--- src/hw/rtl/bf_pkg.sv ---
// Package for the Blowfish block engine: sizes, item kinds, controller states
// and the memory write struct. No dependencies.
package bf_pkg;

   localparam int ROUNDS       = 16;
   localparam int WORD_W       = 32;
   localparam int KEY_DEPTH    = 18;
   localparam int KEY_AW       = $clog2(KEY_DEPTH);
   localparam int SBOX_BANKS   = 4;
   localparam int SBOX_ENTRIES = 256;
   localparam int SBOX_AW      = $clog2(SBOX_ENTRIES);
   localparam int TABLE_AW     = $clog2(SBOX_BANKS * SBOX_ENTRIES);
   localparam int BYTE_W       = 8;

   typedef enum logic [1:0] {
      KIND_LOAD_KEY  = 2'd0,
      KIND_LOAD_SBOX = 2'd1,
      KIND_ENCRYPT   = 2'd2,
      KIND_DECRYPT   = 2'd3
   } kind_type;

   typedef enum logic [1:0] {
      ST_IDLE,
      ST_START,
      ST_ROUND,
      ST_FINISH
   } state_type;

   typedef struct packed {
      logic                en;
      logic [TABLE_AW-1:0] addr;
      logic [WORD_W-1:0]   data;
   } mem_wr_type;

   // Subkey index for key step j: forward j, backward ROUNDS+1-j.
   function automatic logic [KEY_AW-1:0] key_index(input logic [KEY_AW-1:0] step,
                                                    input logic backward);
      logic [KEY_AW-1:0] idx;
      idx = backward ? (KEY_AW'(ROUNDS + 1) - step) : step;
      return idx;
   endfunction

endpackage

--- src/hw/rtl/bf_key_mem.sv ---
// Subkey store: 18 words, one write port, one registered read port.
// Depends on bf_pkg.
module bf_key_mem (
   input  logic                      clock,
   input  bf_pkg::mem_wr_type        wr,
   input  logic [bf_pkg::KEY_AW-1:0] rd_addr,
   output logic [bf_pkg::WORD_W-1:0] rd_data
);

   logic [bf_pkg::WORD_W-1:0] key_mem [bf_pkg::KEY_DEPTH];
   logic [bf_pkg::WORD_W-1:0] rd_q_ff;

   // writes beyond the last subkey are dropped
   always_ff @(posedge clock) begin
      if (wr.en && (wr.addr < bf_pkg::TABLE_AW'(bf_pkg::KEY_DEPTH))) begin
         key_mem[wr.addr[bf_pkg::KEY_AW-1:0]] <= wr.data;
      end
      rd_q_ff <= key_mem[rd_addr];
   end

   assign rd_data = rd_q_ff;

endmodule

--- config.mk ---
export PLATFORM = sky130hd
export DESIGN_NAME = bf_key_mem
export DESIGN_NICKNAME = d
export VERILOG_FILES = /design/src/hw/rtl/bf_pkg.sv /design/src/hw/rtl/bf_key_mem.sv
export SDC_FILE = /design/constraint.sdc
export NUM_CORES = 1
export LEC_CHECK = 0
export ABC_CLOCK_PERIOD_IN_PS = 6000
export BUFFER_PORTS_ARGS = -buffer_cell sky130_fd_sc_hd__buf_4
export CORE_AREA = 8 8 235 214
export DETAILED_ROUTE_END_ITERATION = 10
export DIE_AREA = 0 0 243 222
export GPL_TIMING_DRIVEN = 0
export PLACE_DENSITY = 0.66
export SLEW_MARGIN = 20
export SYNTH_ARGS = -nofsm -noshare
export SYNTH_HDL_FRONTEND = slang
export SYNTH_SLANG_ARGS = --single-unit
--- constraint.sdc ---
create_clock -name clock -period 6 [get_ports clock]
set_input_delay 0.6 -clock clock [delete_from_list [all_inputs] [get_ports clock]]
set_output_delay 0.6 -clock clock [all_outputs]
set_load 0.03 [all_outputs]
==> impl_metrics.ini <==
[outcome]
status = completed

[placed_design]
gp_congestion = 0.758
io_buffers = 75
dp_cells = 1950
dpl.hpwl_mm = 32.5

[grt]
antenna_found_initial = 2
grt_usage_pct = 18.4
grt_pass1_vias = 11681
grt_pass1_wl_mm = 74.9
grt_max_degree = 22
grt_overflow = 0

[layout]
fin_nets = 1443
antennaDiodeCount = 0
postLayoutCoreUtil_pct = 58.0
fin_cells = 2060
syn_to_final_growth_pct = 17.5
n_fill_cell = 3491
drive_above_1_share_pct = 22.4

[sta]
final_max_slew_viol_count = 0
max_freq_mhz = 359
skew_ns = 0.0111
tightest_slew_ns = 1.10
hold_viol = 0
finalSetupTns_ns = 0
min_period_ns = 2.79
relSlewSlack_pct = 26.7
fin_crit_sh_pct = 46.4
rsz0062_at_grt = no
finalSetupViolations = 0
whs_ns = 0.275

[setup_path]
critPathArrivalTime_ns = 3.09
cp_max_fo = 8
r2r_start = key_mem[7][30]$_DFFE_PP_
worstPathRequired_ns = 6.31
critical_path.top_delay_family = simple AND/OR/NAND/NOR gates
cp-end-kind = flop
ff2ff_setup_slack_ns = 4.75
worstRegToRegCells = 3
start_kind = primary input
max_stage_delay_ns = 0.75
path_depth = 7
criticalPathCategory = primary input to flop
worst_path_max_delay_cell = nor3_2
r2r-end = rd_data[30]$_DFF_P_
worstPathBufferInverterCount = 3
cp_cell_sequence = buf_4 > or4_1 > nor3_2 > nand3_1 > nor3_2 > buf_6 > buf_4

[yosys]
synth_compound_area_share_pct = 2.69
synthSimpleGateAreaFrac_pct = 3.96
synth_flop_cell = edfxtp_1
synthAdderAreaFrac_pct = 0
ys_ff_latch = 608
ys_seq_area_share_pct = 78.7
ys_warn_count = 0
syn_nets = 1271
avgSynthCellArea_um2 = 18.7
synth_cells = 1222
synth.area.mux_share_pct = 13.2
synth_cell_type_count = 28
synth_xor_area_share_pct = 0
synth_top_family_by_area = multiplexers
synthArstFlopShare_pct = 0
syn_area_mm2 = 0.0228
synth_edf_count = 576

[cts]
root_buffer = clkbuf_16
clk_latency_ns = 0.61
cts-resized-gates = 0
htreeDepth = 2
cts.clk_slew.worst_paths_ns = 0.06
postCtsHoldBufs = 0
tritoncts = built
cts.path.max_buffers = 3
numCtsBuffers = 58
cts.sinks = 608
postCtsSetupRepairBufs = 0

[detailed_routing]
wl_mm = 50.3
routedWlPerCell_um = 24.4
via_per_inst = 5.60
drt_iter0_markers = 1043
vias = 11541
ant_nets = 0
drc_errors = 0
firstDrtPassIters = 5

[die]
rows = 75
dieWidth_um = 243
die_y_um = 222
design.die.area_mm2 = 0.0539
boundaryPins = 81
start_util_pct = 49.4
coreArea_mm2 = 0.0462

[min_path]
hp-start = rd_addr[3]
min_path_type = primary input to flop
holdPathStages = 2
holdPathEnd = rd_data[30]$_DFF_P_

[power]
p_total_mw = 8.85
cellPowerDensity_mw_per_mm2 = 330
vdd_drop_max_mv = 0.290
p_leak_nw = 9.16

[job]
cap_violations = 0
==> layout by cell type, fill, tap and decap left out, types with 2 or more instances in the layout <==
master,count
nand3b_1,2
buf_4,93
dfxtp_1,32
nor2_1,3
nand4_1,31
clkbuf_1,46
a21oi_1,31
buf_2,31
nand2b_1,3
clkbuf_16,61
bufinv_16,6
clkbuf_8,11
mux2_2,32
clkinv_1,3
buf_12,6
clkinv_2,11
mux2i_1,191
buf_6,10
nor2_4,13
mux4_2,33
nor3_2,6
nand3_1,33
nand2_1,95
edfxtp_1,576
nor2b_1,3
buf_16,8
a22oi_1,33
o22ai_1,31
==> per-layer routing <==
layer	vias up	part of all wire [%]	GRT usage, %
met2	342	48	29.6
met5	-	0.026	0
met3	62	6.1	3.36
li1	5214	-	-
met1	5921	44	25.7
met4	2	2.1	5.28
==> cell families (layout without fill, tap and decap cells) <==
logic type | Yosys count | in the layout
AO/OA/AOI/OAI | 97 | 97
buffers and inverters | 67 | 289
flip-flops | 608 | 608
multiplexers | 256 | 256
AND/OR/NAND/NOR | 194 | 194
==> synth_stat cells, drive strengths merged (31+ instances only) <==
cell type | count | area share [%]
mux2 | 32 | 1.6
dfxtp | 32 | 2.8
a22oi | 33 | 1.1
o22ai | 31 | 0.85
edfxtp | 576 | 76
mux2i | 191 | 8.4
mux4 | 33 | 3.3
nand2 | 95 | 1.6
a21oi | 31 | 0.68
nand3 | 33 | 0.72
nand4 | 31 | 0.85
buf | 37 | 0.93
==> power by group <==
group / total, mW / leakage, nW / switching [mW] / internal (mW)
registers: 4.67 / 5.44 / 0.00623 / 4.66
clock network: 3.76 / 0.987 / 1.51 / 2.25
logic: 0.417 / 2.73 / 0.270 / 0.147
==> state kept, by name, summed over array words and instances, names as in the netlist <==
register / cells
rd_data: 32
key_mem: 576
==> layout make-up <==
class,instances,area [µm²],area share [%]
buffer,67,324,1.21
multi-input combinational,547,4650,17.4
sequential,608,17900,67.0
timing repair buffer,112,1100,4.10
tap,616,771,2.88
clock inverter,22,263,0.981
clock buffer,88,1740,6.49
==> how the worst max path moves through the flow <==
stage                 from  slack (ns)                        end
floorplan           wr[40]        1.81    key_mem[4][0]$_DFFE_PP_
global placement    wr[40]       -0.99   key_mem[4][22]$_DFFE_PP_
detailed placement  wr[40]        2.67  key_mem[12][21]$_DFFE_PP_
CTS                 wr[40]        3.31  key_mem[12][20]$_DFFE_PP_
global route        wr[40]        3.13  key_mem[12][19]$_DFFE_PP_
finish              wr[40]        3.21  key_mem[12][19]$_DFFE_PP_
==> per-stage QoR <==
stage / worst slack, ns / instance area (µm²)
global placement: -0.992 / 24100
CTS: 3.31 / 26800
floorplan: 1.81 / 22800
global route: 3.13 / 26800
detailed placement: 2.67 / 24800
finish: 3.21 / 26800
Note: power is estimated with default switching activity, not from simulation.
